--- src/rtl/core/dvrt_pkg.sv ---
// Shared types and constants for the distance-vector route table core.
// Depends on nothing; every other file in rtl/core imports it.
`timescale 1ns / 1ps

package dvrt_pkg;

  localparam int COST_W         = 10;
  localparam int PORT_NODES     = 4;
  localparam int NODE_COUNT_DEF = 4;
  localparam int CFG_IDX_W      = 3;

  localparam logic [COST_W-1:0] COST_INF = 10'd999;

  // Command codes carried in the cmd field.
  localparam logic [1:0] CMD_INIT   = 2'd0;
  localparam logic [1:0] CMD_UPDATE = 2'd1;
  localparam logic [1:0] CMD_LINK   = 2'd2;

  // Configuration register indexes.
  localparam logic [CFG_IDX_W-1:0] REG_OWN_ID = 3'd0;
  localparam logic [CFG_IDX_W-1:0] REG_LINK_0 = 3'd1;
  localparam logic [CFG_IDX_W-1:0] REG_LINK_1 = 3'd2;
  localparam logic [CFG_IDX_W-1:0] REG_LINK_2 = 3'd3;
  localparam logic [CFG_IDX_W-1:0] REG_LINK_3 = 3'd4;
  localparam logic [CFG_IDX_W-1:0] REG_MASK   = 3'd5;

  typedef logic [COST_W-1:0] cost_t;
  typedef cost_t [PORT_NODES-1:0] cost_vec_t;

  typedef struct packed {
    logic [1:0] cmd;
    logic [1:0] peer_node;
    cost_t      adv_cost_0;
    cost_t      adv_cost_1;
    cost_t      adv_cost_2;
    cost_t      adv_cost_3;
    cost_t      new_link_cost;
  } in_beat_t;

  typedef struct packed {
    logic [1:0] source_node;
    logic [1:0] dest_node;
    cost_t      least_cost_0;
    cost_t      least_cost_1;
    cost_t      least_cost_2;
    cost_t      least_cost_3;
    logic       last_packet;
  } out_beat_t;

  // Sequencer to transmitter: start a broadcast of the given least costs.
  typedef struct packed {
    logic      go;
    cost_vec_t least;
  } bcast_req_t;

endpackage

--- src/rtl/core/dvrt_table_mem.sv ---
// Cost table storage: one write port, one read port, registered read data.
// Depends on dvrt_pkg for the cost width.
`timescale 1ns / 1ps

module dvrt_table_mem #(
  parameter int DEPTH = 16,
  parameter int AW    = 4
) (
  input  logic                 clk,
  input  logic                 wr_en,
  input  logic [AW-1:0]        wr_addr,
  input  dvrt_pkg::cost_t      wr_data,
  input  logic                 rd_en,
  input  logic [AW-1:0]        rd_addr,
  output dvrt_pkg::cost_t      rd_data
);
  import dvrt_pkg::*;

  cost_t mem [DEPTH];
  cost_t rd_data_r;

  always_ff @(posedge clk) begin
    if (wr_en) begin
      mem[wr_addr] <= wr_data;
    end
    if (rd_en) begin
      rd_data_r <= mem[rd_addr];
    end
  end

  assign rd_data = rd_data_r;

endmodule

--- src/rtl/core/dvrt_seq.sv ---
// Command sequencer: clears and loads the cost table, or rewrites a column
// and recomputes the least costs. Depends on dvrt_pkg; drives dvrt_table_mem.
`timescale 1ns / 1ps

module dvrt_seq #(
  parameter int NODE_COUNT = dvrt_pkg::NODE_COUNT_DEF,
  parameter int AW         = $clog2(NODE_COUNT * NODE_COUNT)
) (
  input  logic                  clk,
  input  logic                  rst_n,
  input  logic                  in_go,
  input  dvrt_pkg::in_beat_t    in_beat,
  input  dvrt_pkg::cost_vec_t   link_cost,
  output logic                  seq_busy,
  output logic                  mem_we,
  output logic [AW-1:0]         mem_waddr,
  output dvrt_pkg::cost_t       mem_wdata,
  output logic                  mem_re,
  output logic [AW-1:0]         mem_raddr,
  input  dvrt_pkg::cost_t       mem_rdata,
  output dvrt_pkg::bcast_req_t  bcast
);
  import dvrt_pkg::*;

  localparam int NW    = $clog2(NODE_COUNT);
  localparam int DEPTH = NODE_COUNT * NODE_COUNT;

  localparam logic [NW-1:0] LAST_IDX    = NW'(NODE_COUNT - 1);
  localparam logic [AW-1:0] LAST_ADDR   = AW'(DEPTH - 1);
  localparam logic [AW-1:0] STRIDE      = AW'(NODE_COUNT);
  localparam logic [AW-1:0] DIAG_STRIDE = AW'(NODE_COUNT + 1);

  typedef enum logic [2:0] {
    S_CLEAR,
    S_IDLE,
    S_INIT,
    S_DIAG,
    S_COL,
    S_RECOMP
  } state_t;

  state_t          state_r, state_nxt;
  logic [AW-1:0]   addr_r, addr_nxt;
  logic [NW-1:0]   d_r, d_nxt;
  logic [NW-1:0]   v_r, v_nxt;
  logic            iss_r, iss_nxt;
  logic            p_valid_r, p_valid_nxt;
  logic [NW-1:0]   p_d_r, p_d_nxt;
  logic [NW-1:0]   p_v_r, p_v_nxt;
  logic            changed_r, changed_nxt;
  cost_t           min_r, min_nxt;
  cost_t           least_r [NODE_COUNT];
  cost_t           least_nxt [NODE_COUNT];
  logic [1:0]      cmd_r, cmd_nxt;
  cost_vec_t       adv_r, adv_nxt;
  cost_t           nl_r, nl_nxt;
  cost_t           diag_r, diag_nxt;

  logic            peer_ok;
  logic [NW-1:0]   peer_ix;
  logic [AW-1:0]   diag_addr;
  cost_t           lc_sel;
  cost_t           lc_sat;
  cost_t           adv_sel;
  logic [COST_W:0] upd_sum;
  cost_t           upd_val;
  logic signed [COST_W+1:0] lnk_sum;
  cost_t           lnk_val;
  cost_t           cur_min;
  logic            row_changed;
  logic            bcast_go;
  cost_vec_t       bcast_least;

  assign peer_ok   = (int'(in_beat.peer_node) < NODE_COUNT);
  assign peer_ix   = NW'(in_beat.peer_node);
  assign diag_addr = AW'(peer_ix) * DIAG_STRIDE;

  // Initial diagonal value for row d_r, saturated; rows past the link
  // registers have no link.
  assign lc_sel = (int'(d_r) < PORT_NODES) ? link_cost[2'(d_r)] : COST_INF;
  assign lc_sat = (lc_sel > COST_INF) ? COST_INF : lc_sel;

  assign adv_sel = (int'(d_r) < PORT_NODES) ? adv_r[2'(d_r)] : COST_INF;
  assign upd_sum = {1'b0, diag_r} + {1'b0, adv_sel};
  assign upd_val = (upd_sum > {1'b0, COST_INF}) ? COST_INF : upd_sum[COST_W-1:0];

  // Link change: shift the entry by the difference between new and old link.
  assign lnk_sum = $signed({2'b00, nl_r}) + $signed({2'b00, mem_rdata})
                 - $signed({2'b00, diag_r});
  always_comb begin
    if (lnk_sum < 0) begin
      lnk_val = '0;
    end else if (lnk_sum > $signed({2'b00, COST_INF})) begin
      lnk_val = COST_INF;
    end else begin
      lnk_val = lnk_sum[COST_W-1:0];
    end
  end

  assign cur_min = (p_v_r == '0 || mem_rdata < min_r) ? mem_rdata : min_r;
  assign row_changed = (cur_min != least_r[p_d_r]);

  always_comb begin
    state_nxt   = state_r;
    addr_nxt    = addr_r;
    d_nxt       = d_r;
    v_nxt       = v_r;
    iss_nxt     = iss_r;
    p_valid_nxt = 1'b0;
    p_d_nxt     = p_d_r;
    p_v_nxt     = p_v_r;
    changed_nxt = changed_r;
    min_nxt     = min_r;
    least_nxt   = least_r;
    cmd_nxt     = cmd_r;
    adv_nxt     = adv_r;
    nl_nxt      = nl_r;
    diag_nxt    = diag_r;
    mem_we      = 1'b0;
    mem_waddr   = addr_r;
    mem_wdata   = COST_INF;
    mem_re      = 1'b0;
    mem_raddr   = addr_r;
    bcast_go    = 1'b0;

    unique case (state_r)
      S_CLEAR: begin
        mem_we = 1'b1;
        if (addr_r == LAST_ADDR) begin
          addr_nxt  = '0;
          state_nxt = S_IDLE;
        end else begin
          addr_nxt = addr_r + 1'b1;
        end
      end

      S_IDLE: begin
        if (in_go) begin
          cmd_nxt = in_beat.cmd;
          adv_nxt = {in_beat.adv_cost_3, in_beat.adv_cost_2,
                     in_beat.adv_cost_1, in_beat.adv_cost_0};
          nl_nxt  = in_beat.new_link_cost;
          unique case (in_beat.cmd) inside
            CMD_INIT: begin
              addr_nxt  = '0;
              d_nxt     = '0;
              v_nxt     = '0;
              state_nxt = S_INIT;
            end
            CMD_UPDATE, CMD_LINK: begin
              if (peer_ok) begin
                mem_re    = 1'b1;
                mem_raddr = diag_addr;
                addr_nxt  = AW'(peer_ix);
                d_nxt     = '0;
                state_nxt = S_DIAG;
              end
            end
            default: begin
            end
          endcase
        end
      end

      S_INIT: begin
        mem_we = 1'b1;
        if (d_r == v_r) begin
          mem_wdata      = lc_sat;
          least_nxt[d_r] = lc_sat;
        end
        if (v_r == LAST_IDX) begin
          v_nxt = '0;
          d_nxt = d_r + 1'b1;
        end else begin
          v_nxt = v_r + 1'b1;
        end
        if (addr_r == LAST_ADDR) begin
          addr_nxt  = '0;
          state_nxt = S_IDLE;
          bcast_go  = 1'b1;
        end else begin
          addr_nxt = addr_r + 1'b1;
        end
      end

      S_DIAG: begin
        diag_nxt  = mem_rdata;
        mem_re    = 1'b1;
        state_nxt = S_COL;
      end

      S_COL: begin
        mem_we    = 1'b1;
        mem_wdata = (cmd_r == CMD_LINK) ? lnk_val : upd_val;
        if (d_r == LAST_IDX) begin
          addr_nxt    = '0;
          d_nxt       = '0;
          v_nxt       = '0;
          iss_nxt     = 1'b1;
          changed_nxt = 1'b0;
          state_nxt   = S_RECOMP;
        end else begin
          mem_re    = 1'b1;
          mem_raddr = addr_r + STRIDE;
          addr_nxt  = addr_r + STRIDE;
          d_nxt     = d_r + 1'b1;
        end
      end

      S_RECOMP: begin
        if (iss_r) begin
          mem_re      = 1'b1;
          p_valid_nxt = 1'b1;
          p_d_nxt     = d_r;
          p_v_nxt     = v_r;
          if (v_r == LAST_IDX) begin
            v_nxt = '0;
            d_nxt = d_r + 1'b1;
          end else begin
            v_nxt = v_r + 1'b1;
          end
          if (addr_r == LAST_ADDR) begin
            iss_nxt  = 1'b0;
            addr_nxt = '0;
          end else begin
            addr_nxt = addr_r + 1'b1;
          end
        end
        if (p_valid_r) begin
          min_nxt = cur_min;
          if (p_v_r == LAST_IDX) begin
            least_nxt[p_d_r] = cur_min;
            if (row_changed) begin
              changed_nxt = 1'b1;
            end
            if (p_d_r == LAST_IDX) begin
              state_nxt = S_IDLE;
              bcast_go  = changed_r | row_changed;
            end
          end
        end
      end

      default: begin
        state_nxt = S_IDLE;
      end
    endcase
  end

  always_ff @(posedge clk) begin
    if (!rst_n) begin
      state_r   <= S_CLEAR;
      addr_r    <= '0;
      d_r       <= '0;
      v_r       <= '0;
      iss_r     <= 1'b0;
      p_valid_r <= 1'b0;
      p_d_r     <= '0;
      p_v_r     <= '0;
      changed_r <= 1'b0;
      for (int i = 0; i < NODE_COUNT; i++) begin
        least_r[i] <= '0;
      end
    end else begin
      state_r   <= state_nxt;
      addr_r    <= addr_nxt;
      d_r       <= d_nxt;
      v_r       <= v_nxt;
      iss_r     <= iss_nxt;
      p_valid_r <= p_valid_nxt;
      p_d_r     <= p_d_nxt;
      p_v_r     <= p_v_nxt;
      changed_r <= changed_nxt;
      least_r   <= least_nxt;
    end
    min_r  <= min_nxt;
    cmd_r  <= cmd_nxt;
    adv_r  <= adv_nxt;
    nl_r   <= nl_nxt;
    diag_r <= diag_nxt;
  end

  assign seq_busy = (state_r != S_IDLE);

  // Least-cost vector as carried in a packet; absent nodes read as no route.
  for (genvar i = 0; i < PORT_NODES; i++) begin : g_least
    if (i < NODE_COUNT) begin : g_have
      assign bcast_least[i] = least_r[i];
    end else begin : g_none
      assign bcast_least[i] = COST_INF;
    end
  end

  assign bcast = {bcast_go, bcast_least};

endmodule

--- src/rtl/core/dvrt_tx.sv ---
// Broadcast transmitter: sends the least-cost vector to each enabled
// neighbour, one beat per cycle. Depends on dvrt_pkg.
`timescale 1ns / 1ps

module dvrt_tx #(
  parameter int NODE_COUNT = dvrt_pkg::NODE_COUNT_DEF
) (
  input  logic                  clk,
  input  logic                  rst_n,
  input  dvrt_pkg::bcast_req_t  bcast,
  input  logic [1:0]            own_node_id,
  input  logic [3:0]            neighbor_mask,
  output logic                  tx_busy,
  output logic                  out_valid,
  output dvrt_pkg::out_beat_t   out_beat
);
  import dvrt_pkg::*;

  logic [PORT_NODES-1:0] elig;
  logic [PORT_NODES-1:0] pend_r, pend_nxt;
  logic [PORT_NODES-1:0] low;
  logic [1:0]            dest;
  logic                  out_valid_r, out_valid_nxt;
  out_beat_t             out_beat_r, out_beat_nxt;

  // A node receives a copy if it exists, its mask bit is set and it is not us.
  always_comb begin
    for (int i = 0; i < PORT_NODES; i++) begin
      elig[i] = (i < NODE_COUNT) && neighbor_mask[i] && (own_node_id != 2'(i));
    end
  end

  assign low = pend_r & (~pend_r + 1'b1);

  always_comb begin
    dest = '0;
    for (int i = PORT_NODES - 1; i >= 0; i--) begin
      if (low[i]) begin
        dest = 2'(i);
      end
    end
  end

  always_comb begin
    pend_nxt      = pend_r;
    out_valid_nxt = 1'b0;
    out_beat_nxt  = out_beat_r;
    if (bcast.go) begin
      pend_nxt = elig;
    end else if (pend_r != '0) begin
      pend_nxt                  = pend_r & ~low;
      out_valid_nxt             = 1'b1;
      out_beat_nxt.source_node  = own_node_id;
      out_beat_nxt.dest_node    = dest;
      out_beat_nxt.least_cost_0 = bcast.least[0];
      out_beat_nxt.least_cost_1 = bcast.least[1];
      out_beat_nxt.least_cost_2 = bcast.least[2];
      out_beat_nxt.least_cost_3 = bcast.least[3];
      out_beat_nxt.last_packet  = ((pend_r & ~low) == '0);
    end
  end

  always_ff @(posedge clk) begin
    if (!rst_n) begin
      pend_r      <= '0;
      out_valid_r <= 1'b0;
    end else begin
      pend_r      <= pend_nxt;
      out_valid_r <= out_valid_nxt;
    end
    out_beat_r <= out_beat_nxt;
  end

  assign tx_busy   = (pend_r != '0);
  assign out_valid = out_valid_r;
  assign out_beat  = out_beat_r;

endmodule

--- src/rtl/core/distance_vector_route_table_core.sv ---
// Top level of the distance-vector route table core: configuration
// registers and the wiring of dvrt_seq, dvrt_table_mem and dvrt_tx.
// Depends on dvrt_pkg and the three modules named above.
`timescale 1ns / 1ps

// A command beat is taken on a rising edge with start high and busy low,
// and busy stays high until the final packet it causes is on the result
// ports; that packet is there in the first cycle with busy low. Packets
// appear on out_beat for exactly one cycle each, flagged by out_valid, and
// the receiver cannot hold them off, so it must take every beat as it
// comes; out_beat.last_packet marks the final packet of a broadcast. After
// reset the core sets every table entry to infinity (999), with busy high;
// configuration writes are taken during that time as always. The cost
// table lives in one memory with a single read port and a single write
// port, and the sequencer works through it one entry at a time: an init
// command writes every entry of the table in turn. A neighbour update or
// link change reads the diagonal entry, rewrites the peer's column one row
// at a time, then reads the full table entry by entry to find each row's
// minimum, with busy high throughout. A broadcast then sends one packet to
// each eligible neighbour, at most three. A command 3, or a peer beyond the
// node count, is dropped and leaves busy low. Configuration must be written
// only while busy is low; the core itself does not enforce this.

module distance_vector_route_table_core #(
  parameter int NODE_COUNT = dvrt_pkg::NODE_COUNT_DEF
) (
  input  logic                              clk,
  input  logic                              rst_n,
  input  logic                              start,
  output logic                              busy,
  input  dvrt_pkg::in_beat_t                in_beat,
  output logic                              out_valid,
  output dvrt_pkg::out_beat_t               out_beat,
  input  logic                              cfg_we,
  input  logic [dvrt_pkg::CFG_IDX_W-1:0]    cfg_index,
  input  logic [dvrt_pkg::COST_W-1:0]       cfg_wdata
);
  import dvrt_pkg::*;

  localparam int DEPTH = NODE_COUNT * NODE_COUNT;
  localparam int AW    = $clog2(DEPTH);

  // Configuration registers, reset to the default topology.
  logic [1:0] own_id_r;
  cost_vec_t  link_cost_r;
  logic [3:0] mask_r;

  always_ff @(posedge clk) begin
    if (!rst_n) begin
      own_id_r       <= 2'd1;
      link_cost_r[0] <= 10'd1;
      link_cost_r[1] <= 10'd0;
      link_cost_r[2] <= 10'd1;
      link_cost_r[3] <= COST_INF;
      mask_r         <= 4'd5;
    end else if (cfg_we) begin
      unique case (cfg_index)
        REG_OWN_ID: own_id_r       <= cfg_wdata[1:0];
        REG_LINK_0: link_cost_r[0] <= cfg_wdata;
        REG_LINK_1: link_cost_r[1] <= cfg_wdata;
        REG_LINK_2: link_cost_r[2] <= cfg_wdata;
        REG_LINK_3: link_cost_r[3] <= cfg_wdata;
        REG_MASK:   mask_r         <= cfg_wdata[3:0];
        default: begin
        end
      endcase
    end
  end

  logic          seq_busy;
  logic          tx_busy;
  logic          in_go;
  logic          mem_we;
  logic [AW-1:0] mem_waddr;
  cost_t         mem_wdata;
  logic          mem_re;
  logic [AW-1:0] mem_raddr;
  cost_t         mem_rdata;
  bcast_req_t    bcast;

  // The sequencer holds busy up to the cycle in which it hands a broadcast
  // over, and the transmitter holds it from the next cycle, so there is no
  // gap in which a new command could slip in.
  assign busy  = seq_busy | tx_busy;
  assign in_go = start & ~busy;

  dvrt_seq #(
    .NODE_COUNT (NODE_COUNT),
    .AW         (AW)
  ) u_seq (
    .clk       (clk),
    .rst_n     (rst_n),
    .in_go     (in_go),
    .in_beat   (in_beat),
    .link_cost (link_cost_r),
    .seq_busy  (seq_busy),
    .mem_we    (mem_we),
    .mem_waddr (mem_waddr),
    .mem_wdata (mem_wdata),
    .mem_re    (mem_re),
    .mem_raddr (mem_raddr),
    .mem_rdata (mem_rdata),
    .bcast     (bcast)
  );

  dvrt_table_mem #(
    .DEPTH (DEPTH),
    .AW    (AW)
  ) u_mem (
    .clk     (clk),
    .wr_en   (mem_we),
    .wr_addr (mem_waddr),
    .wr_data (mem_wdata),
    .rd_en   (mem_re),
    .rd_addr (mem_raddr),
    .rd_data (mem_rdata)
  );

  dvrt_tx #(
    .NODE_COUNT (NODE_COUNT)
  ) u_tx (
    .clk           (clk),
    .rst_n         (rst_n),
    .bcast         (bcast),
    .own_node_id   (own_id_r),
    .neighbor_mask (mask_r),
    .tx_busy       (tx_busy),
    .out_valid     (out_valid),
    .out_beat      (out_beat)
  );

endmodule
--- config.mk ---
export PLATFORM = sky130hd
export DESIGN_NAME = distance_vector_route_table_core
export DESIGN_NICKNAME = d
export VERILOG_FILES = /design/src/rtl/core/dvrt_pkg.sv /design/src/rtl/core/dvrt_table_mem.sv /design/src/rtl/core/dvrt_seq.sv /design/src/rtl/core/dvrt_tx.sv /design/src/rtl/core/distance_vector_route_table_core.sv
export SDC_FILE = /design/constraint.sdc
export NUM_CORES = 1
export LEC_CHECK = 0
export BUFFER_PORTS_ARGS = -buffer_cell sky130_fd_sc_hd__buf_2
export CAP_MARGIN = 30
export CORE_MARGIN = 4
export CORE_UTILIZATION = 47
export CTS_CLUSTER_SIZE = 25
export DETAILED_ROUTE_END_ITERATION = 10
export PLACE_DENSITY = 0.67
export SLEW_MARGIN = 20
export SYNTH_ARGS = -nofsm -noshare
export SYNTH_HDL_FRONTEND = slang
export SYNTH_SLANG_ARGS = --single-unit
--- constraint.sdc ---
create_clock -name clk -period 4.6 [get_ports clk]
set_clock_uncertainty 0.15 [all_clocks]
set_input_delay 0.92 -clock clk [delete_from_list [all_inputs] [get_ports clk]]
set_output_delay 0.92 -clock clk [all_outputs]
set_load 0.05 [all_outputs]
==> results.txt, run 1 <==
The number of levels the H-tree was split into is 2. The tree is rooted in a clkbuf_16. The HPWL reported at the end of detailed placement came out at 31700 um. The power after layout is 0.00736 W.

For the worst flop-to-flop path, the logic depth is 12. The global-route wire length before repair is 70500 um. TritonCTS built the clock tree. For this run, the total global-route usage over all layers was measured as 0.216.

The number of flops mapped to enable cells by yosys came out at 287. In this run, the number of DRC markers left after iteration 0 of detailed routing was 1218. The floorplan has 71 rows. The areal power density over the cells is 354 nW/um^2. The maximum count of clock buffers along a single path came out at 3. The net switching power came out at 0.00154 W. The slack of the worst reg-to-reg path is 0.27 ns. The top cell types in the final layout, fill and taps aside, are edfxtp_1 (287), nand2_1 (252), buf_2 (117).

The maximum number of pins on one net before global-route repair is 61. The max-cap violation count is 0. The minimum clock period came out at 4.33 ns.

The routability congestion estimate is 0.874. The post-detailed-route via-to-cell ratio came out at 5.69. Port buffering added 117 buffers. The clock latency reported for the late side of the worst-skew pair is 0.55 ns. The worst-case IR drop observed on VDD is 0.193 mV. The run finished with clean final reports.

The floorplan step set the die width to 205 um. The part of the Yosys area used for sequential elements came out at 0.592. The clock net in this run drives a total of 396 sinks. The area of the core region came out at 37900 um^2. Among all flip-flop cells after synthesis, the most frequent one is edfxtp_1. The full die area came out at 42000 um^2. The slew at the pin with the worst max-slew slack is 0.976 ns. For this run, the number of Yosys warnings is 0.

The startpoint identified for the worst register-to-register timing path is u_seq.d_r[0]$_SDFFE_PN0P_. Detailed routing inserted a total of 12600 vias. The fraction of the cycle the final worst path needs is 0.942.

The reg-to-reg endpoint is u_mem.mem[10][1]$_DFFE_PP_. In the synthesized netlist the async set-or-reset flop fraction comes to 0. Synthesis instantiated 84 different standard cells from the library. A synthesized cell averages 11.8 um^2. For the worst setup path, the data required time is 4.73 ns. The area added between synthesis and finish came out at 14.1%.

The number of storage elements in the synthesis netlist came out at 396. The analysis attributes to cell leakage a power of 7.46 nW. The cts-stage hold buffer count came out at 0.

The clock-pin slew of the registers on the worst-case setup and hold paths is 0.06 ns. The post-placement cell count is 2138. At the placement stage, the worst setup path has a slack of 0.194 ns. The detailed-route DRC error count is 0. The number of antenna violations at the first check in global routing was 3. The filler cells instantiated in the layout total 3226. In this run the worst path has a maximum fanout of 16. The internal power component came out at 0.00582 W. Before antenna repair, the detailed router went through 6 iterations. The power share of the combinational group came out at 0.048. The number of antenna diodes in the final layout is 0. The setup violation total in the final timing report came out at 0. The switching part of the total power is 0.210.

The data arrival time of the worst path is 4.46 ns. The most critical setup path has its startpoint at u_seq.d_r[0]$_SDFFE_PN0P_. The most common cell after layout, fill and taps aside is edfxtp_1. The sequential cell fraction of total power is 0.521. The total detailed-routing wirelength is 46300 um. The top cell type's share of synthesized area came out at 0.473. The category of the worst setup path capture point is a register.

The detailed-route wire length per cell came out at 20.9 um. In this run the count of I/O pins placed on the die edge is 118. TritonCTS created 41 clock buffers.

The post-detailed-route count of antenna-violating nets came out at 0. The effective utilization at floorplan came out at 0.481. Once layout is complete, the cells apart from fillers number 2213. The worst setup path is of the reg2reg kind. The relative max-transition margin is 0.342.

Of all cell types, the one taking the most synthesized area is edfxtp_1. The path type of the worst min-delay path is reg2reg. At the end of the flow, the number of nets in the layout was 1800.

The number of global-route vias before repair came out at 12100. The total nets after synthesis came out at 1676. The most critical setup path has its endpoint at u_mem.mem[10][1]$_DFFE_PP_. Synthesis handed over a netlist of 1548 instances. The summed instance area of the synthesized netlist is 18200 um^2.

The final max-slew violation count came out at 0. The global route total overflow came out at 0. The setup slack of the critical path after layout came out at 0.266 ns.

The floorplan step set the die height to 205 um. Setup repair after global routing left no endpoint under its margin. Of the total power, the clock network draws 0.431. The top achievable clock speed is 231 MHz. The share of final-layout standard cells stronger than drive strength 1 is 0.166. By area the synthesized netlist is led by edfxtp_1 (47%), dfxtp_1 (12%), nand2_1 (5.2%). The kind of launch point of the worst setup path is a register. The final count of hold timing violations is 0.
-- per-layer routing --
layer | global-route usage | up-vias | wire length, um
li1 | - | 5972 | -
met1 | 0.304 | 6107 | 20200
met2 | 0.343 | 419 | 21400
met3 | 0.0443 | 83 | 3380
met4 | 0.0634 | 6 | 1250
met5 | 0 | - | 34
-- flip-flops by register name (all words and copies together) (netlist names), 3 cells and up --
signal           flops
mask_r               4
u_seq.state_r        3
u_seq.nl_r          10
u_seq.mem_waddr      4
u_seq.diag_r        10
u_mem.mem          160
u_tx.out_beat       45
link_cost_r         40
u_mem.rd_data       10
u_seq.bcast         40
u_seq.adv_r         40
u_tx.pend_r          4
u_seq.min_r         10
-- worst max-delay path: stages, from the launching register on --
cell and delay, ns:
dfxtp_2 0.42, mux4_2 0.55, ha_1 0.26, fa_1 0.44, a21o_1 0.20, a21oi_1 0.22, o21bai_1 0.11, a2111oi_0 0.40
nor2_1 0.14, xor2_1 0.21, and3_1 0.18, a31o_1 0.25, o221a_1 0.52
-- power by group through the flow --
| stage | Sequential [W] | Combinational (W) | Clock (W) |
|---|---|---|---|
| 2_1_floorplan | 0.00391 | 0.000222 | 0 |
| 3_3_place_gp | 0.00391 | 0.000342 | 0 |
| 3_5_place_dp | 0.00391 | 0.000351 | 0 |
| 4_1_cts | 0.00383 | 0.000353 | 0.00324 |
| 5_1_grt | 0.00383 | 0.000388 | 0.00338 |
| 6_report | 0.00383 | 0.000354 | 0.00317 |
-- cells in the mapped netlist, types with 7 or more instances --
master / n
a21oi_1: 56
nor2_1: 41
a211oi_1: 23
inv_1: 82
o21ai_1: 7
o21ai_0: 38
mux2i_1: 10
a31oi_1: 10
dfxtp_1: 109
nor2b_1: 50
and2_1: 24
o22ai_1: 29
and3_1: 37
mux4_2: 29
a311oi_1: 32
nand2_1: 252
nor3_1: 11
fa_1: 11
clkbuf_1: 44
edfxtp_1: 287
xnor2_1: 16
nand3_1: 69
ha_1: 46
buf_2: 23
nand2b_1: 7
a22oi_1: 41
a21boi_0: 38
-- timing repair --
action                                  4_1_cts  5_1_grt
setup buffers                                 0        0
endpoints found under the setup margin        0       48
gates resized for setup                       0        3
-- kinds of logic after synthesis --
family | after synthesis | share of synthesized area
mux | 42 | 0.0438
simple gates | 532 | 0.141
compound gates | 338 | 0.132
flops | 396 | 0.592
buf+inv | 161 | 0.0370
fa+ha+maj | 58 | 0.0442
xor+xnor | 21 | 0.0101
-- worst min path at each step --
stage,from,end,slack (ns),depth (start not counted)
floorplan,u_seq.bcast[20]$_SDFFE_PN0P_,u_tx.out_beat[11]$_DFFE_PP_,0.28,0
global placement,u_seq.bcast[39]$_SDFFE_PN0P_,u_tx.out_beat[10]$_DFFE_PP_,0.29,0
detailed placement,u_seq.bcast[39]$_SDFFE_PN0P_,u_tx.out_beat[10]$_DFFE_PP_,0.30,0
CTS,u_seq.bcast[18]$_SDFFE_PN0P_,u_tx.out_beat[29]$_DFFE_PP_,0.30,0
global route,u_seq.bcast[30]$_SDFFE_PN0P_,u_tx.out_beat[1]$_DFFE_PP_,0.32,0
finish,u_seq.bcast[18]$_SDFFE_PN0P_,u_tx.out_beat[29]$_DFFE_PP_,0.30,0
-- per-stage QoR --
step / hold WS, ns / TNS (ns) / utilization / cell area [um^2]
after floorplan: 0.275 / -1.99 / - / 18300
after global placement: 0.292 / 0 / 0.513 / 19500
after detailed placement: 0.297 / 0 / 0.514 / 19500
after CTS: 0.302 / 0 / 0.548 / 20800
after global routing: 0.323 / 0 / 0.549 / 20800
final: 0.296 / 0 / 0.549 / 20800
-- layout make-up --
type / instances / area, um^2 / area share
Clock inverter: 15 / 151 / 0.00728
Inverter: 82 / 308 / 0.0148
Sequential cell: 396 / 10800 / 0.519
Multi-Input combinational cell: 991 / 6840 / 0.329
Tap cell: 511 / 639 / 0.0307
Clock buffer: 58 / 1120 / 0.0539
Timing Repair Buffer: 160 / 945 / 0.0454
No activity file was read; power rests on OpenSTA's default activity.
==> run 2: changes to the inputs <==
- RECOVER_POWER: unset -> 100
==> results.txt, run 2 (synthesized netlist as in run 1, its figures left out) <==
The number of global-route vias before repair was 12100 (unchanged). The number of clock sinks is 396 (unchanged). The data required time at the worst endpoint came out at 4.66 ns (-0.07 ns). The internal power component came out at 0.00582 W (about the same). The run finished, with violations left. The worst setup path is captured at a register.

The maximum number of pins on one net before global-route repair is 61 (unchanged). The total detailed-routing wirelength is 46300 um (about the same). The sequential cell fraction of total power came out at 0.521 (about the same). The final setup TNS came out at 0 ns (unchanged). The instance area at placement was 19500 um^2 (unchanged). The minimum clock period came to 4.40 ns (+0.0679 ns). The global-route wire length before repair came out at 70500 um (unchanged). The slew at the pin with the worst max-slew slack came out at 2.16 ns (+1.19 ns). The path type of the worst min-delay path is reg2reg. The HPWL reported at the end of detailed placement is 31700 um (unchanged). The number of levels the H-tree was split into is 2 (unchanged). The post-detailed-route count of antenna-violating nets was 0 (unchanged). The effective utilization at floorplan came to 0.481 (unchanged). The detailed-route DRC error count is 0 (unchanged). The number of cell rows came out at 71 (unchanged). The flip-flop count of the largest register, all copies and words added is 160 (unchanged). On the critical path, the stage with the largest delay is an instance of clkbuf_1. The final count of hold timing violations came to 0 (unchanged).

The final max-slew violation count came out at 61 (+61). The peak supply drop came out at 0.193 mV (about the same). The total via count in the routed design came out at 12600 (+0.29%). The area added between synthesis and finish came out at 13.2%.

The number of nets in the final layout is 1800 (unchanged). The combined area of the multi-input logic cells is 6780 um^2 (-0.97%). The detailed-route wire length per cell came out at 20.9 um (about the same). The fraction of the cycle the final worst path needs came to 0.957 (+0.0148). The routed wire length on met3 came out at 3550 um (+5.0%). The start-to-end type of the worst setup path is reg2reg. The post-detailed-route via-to-cell ratio is 5.70 (+0.29%). The overall die height came out at 205 um (unchanged). The total of fill cells in the finished design is 3271 (+1.4%). The total met2 wirelength after detailed routing is 21500 um (+0.21%). The relative max-transition margin is -0.443 (-0.785). The number of antenna repair diodes came out at 0 (unchanged).

The areal power density over the cells was 357 nW/um^2 (+0.83%). Setup repair after global routing left no endpoint under its margin. The flip-flop and latch area is 10800 um^2 (unchanged). The port buffer count is 117 (unchanged). The share of final-layout standard cells stronger than drive strength 1 came out at 0.127 (-0.0394). The data arrival time of the worst path came out at 4.47 ns (about the same). The top achievable clock speed is 227 MHz (-1.5%). Traced cell by cell, the critical path runs through clkbuf_1 > mux2_2 > o21ai_1 > buf_4 > nor3_1 > nor2_1 > a21oi_1 > o221a_1.

The die span in x is 205 um (unchanged). The clock-pin slew of the registers on the worst-case setup and hold paths is 0.06 ns (about the same). The cell area after layout is 20600 um^2 (-0.81%). The largest fanout on the critical path came out at 17 (+1). The maximum count of clock buffers along a single path is 3 (unchanged).

The kind of launch point of the worst setup path is a register. The number of I/O pins came to 118 (unchanged). The library cells used most frequently in the layout, excluding fill and tap cells, are edfxtp_1 (287), nand2_1 (252), dfxtp_1 (108). After detailed routing, no signal wire sits above met5. The total global routing track utilization is 0.216 (unchanged). The routability congestion estimate came out at 0.874 (unchanged).

The cell leakage power came to 7.27 nW (-2.5%). The number of buffers and inverters on the critical path was 2 (+2). The stage delay of the slowest cell on the critical path is 0.88 ns (+0.33 ns). The max-cap violation count was 1 (+1). The detailed-router iteration count before antenna repair came out at 5 (-1).

The net switching power is 0.00154 W (about the same). The clock latency reported for the late side of the worst-skew pair is 0.55 ns (about the same). The setup violation total in the final timing report came out at 0 (unchanged).

TritonCTS built the clock tree. The number of clock buffers inserted by TritonCTS is 41 (unchanged). The tree is rooted in a clkbuf_16. The full die area is 42000 um^2 (unchanged). The area of the core region came out at 37900 um^2 (unchanged).

The met1 routed wirelength after detailed routing is 19900 um (-1.2%). The post-layout utilization of the core came out at 0.544 (-0.00445). u_mem.mem holds more flip-flops than any other register. The global route total overflow is 0 (unchanged). The count of routing violations after the opening detailed-route iteration is 1230 (+0.99%). The checks that failed: max-capacitance violations, max-slew violations. The number of antenna violations at the first check in global routing is 3 (unchanged). The switching part of the total power came out at 0.210 (about the same). Leaving out fill and tap cells, the most frequent cell in the layout is edfxtp_1. The power share of the combinational group was 0.048 (about the same).

The cts-stage hold buffer count was 0 (unchanged). The cell class contributing the biggest share of worst-path delay is buffers and inverters. The fraction of power consumed by the clock network is 0.431 (about the same). The number of buffers added for setup after CTS came out at 0 (unchanged).
-- run 2: cell types whose count changed in the layout (fill, tap and decap cells not counted), moves of 2 or more --
cell / change
a211oi_1: +2
a211oi_2: -2
a21oi_1: +3
a21oi_2: -2
and2_0: +6
and2_1: -6
buf_2: -53
buf_4: -12
clkbuf_1: +58
clkbuf_2: +7
-- run 2: path summary, 6_finish.rpt --
check	startpoint	end	slack, ns	cells past startpoint
setup / recovery	u_seq.d_r[1]$_SDFFE_PN0P_	u_mem.mem[5][1]$_DFFE_PP_	0.20	8
hold / removal	u_seq.bcast[18]$_SDFFE_PN0P_	u_tx.out_beat[29]$_DFFE_PP_	0.29	0
setup reg to reg	u_seq.d_r[1]$_SDFFE_PN0P_	u_mem.mem[5][1]$_DFFE_PP_	0.20	8
hold reg to reg	u_seq.bcast[18]$_SDFFE_PN0P_	u_tx.out_beat[29]$_DFFE_PP_	0.29	0
-- run 2: area by class of cell --
cell class / count / share of cell area
inverter: 82 / 0.0149
clock inverter: 15 / 0.00734
timing repair buffer: 160 / 0.0408
clock buffer: 58 / 0.0543
sequential: 396 / 0.523
tap: 511 / 0.0310
multi-input combinational: 991 / 0.328
-- run 2: power by group through the flow --
stage               registers [W]  clock network [W]  logic, W
floorplan                 0.00391                  0  0.000222
global placement          0.00391                  0  0.000342
detailed placement        0.00391                  0  0.000351
CTS                       0.00383            0.00324  0.000353
global route              0.00383            0.00338  0.000388
finish                    0.00383            0.00317  0.000353
-- run 2: what timing repair did --
action / in CTS / in global routing
hold endpoints to repair: 0 / 0
setup endpoints to repair: 0 / 48
resized for setup: 0 / 3
-- run 2: worst reg2reg max path: cells and delay by family (launching register included) --
family,cells,cell delay [ns]
muxes,1,0.44
buffers and inverters,2,1.16
and+or+nand+nor,2,0.78
DFF,1,0.53
AOI/OAI and AO/OA,3,1.01
-- run 2: metrics by stage --
stage | worst slack [ns] | hold slack [ns] | instances | power, W
after CTS | 0.168 | 0.302 | 2211 | 0.00743
after detailed placement | 0.194 | 0.297 | 2138 | 0.00426
after global routing | 0.00284 | 0.323 | 2213 | 0.00761
after global placement | 0.347 | 0.292 | 2137 | 0.00425
after floorplan | -0.0621 | 0.275 | 1548 | 0.00413
final | 0.198 | 0.295 | 2213 | 0.00736
-- run 2: routing by layer --
metal,track usage,vias up
met2,0.343,440
met1,0.304,6123
li1,-,5971
met4,0.0634,6
met3,0.0443,83
met5,0,-
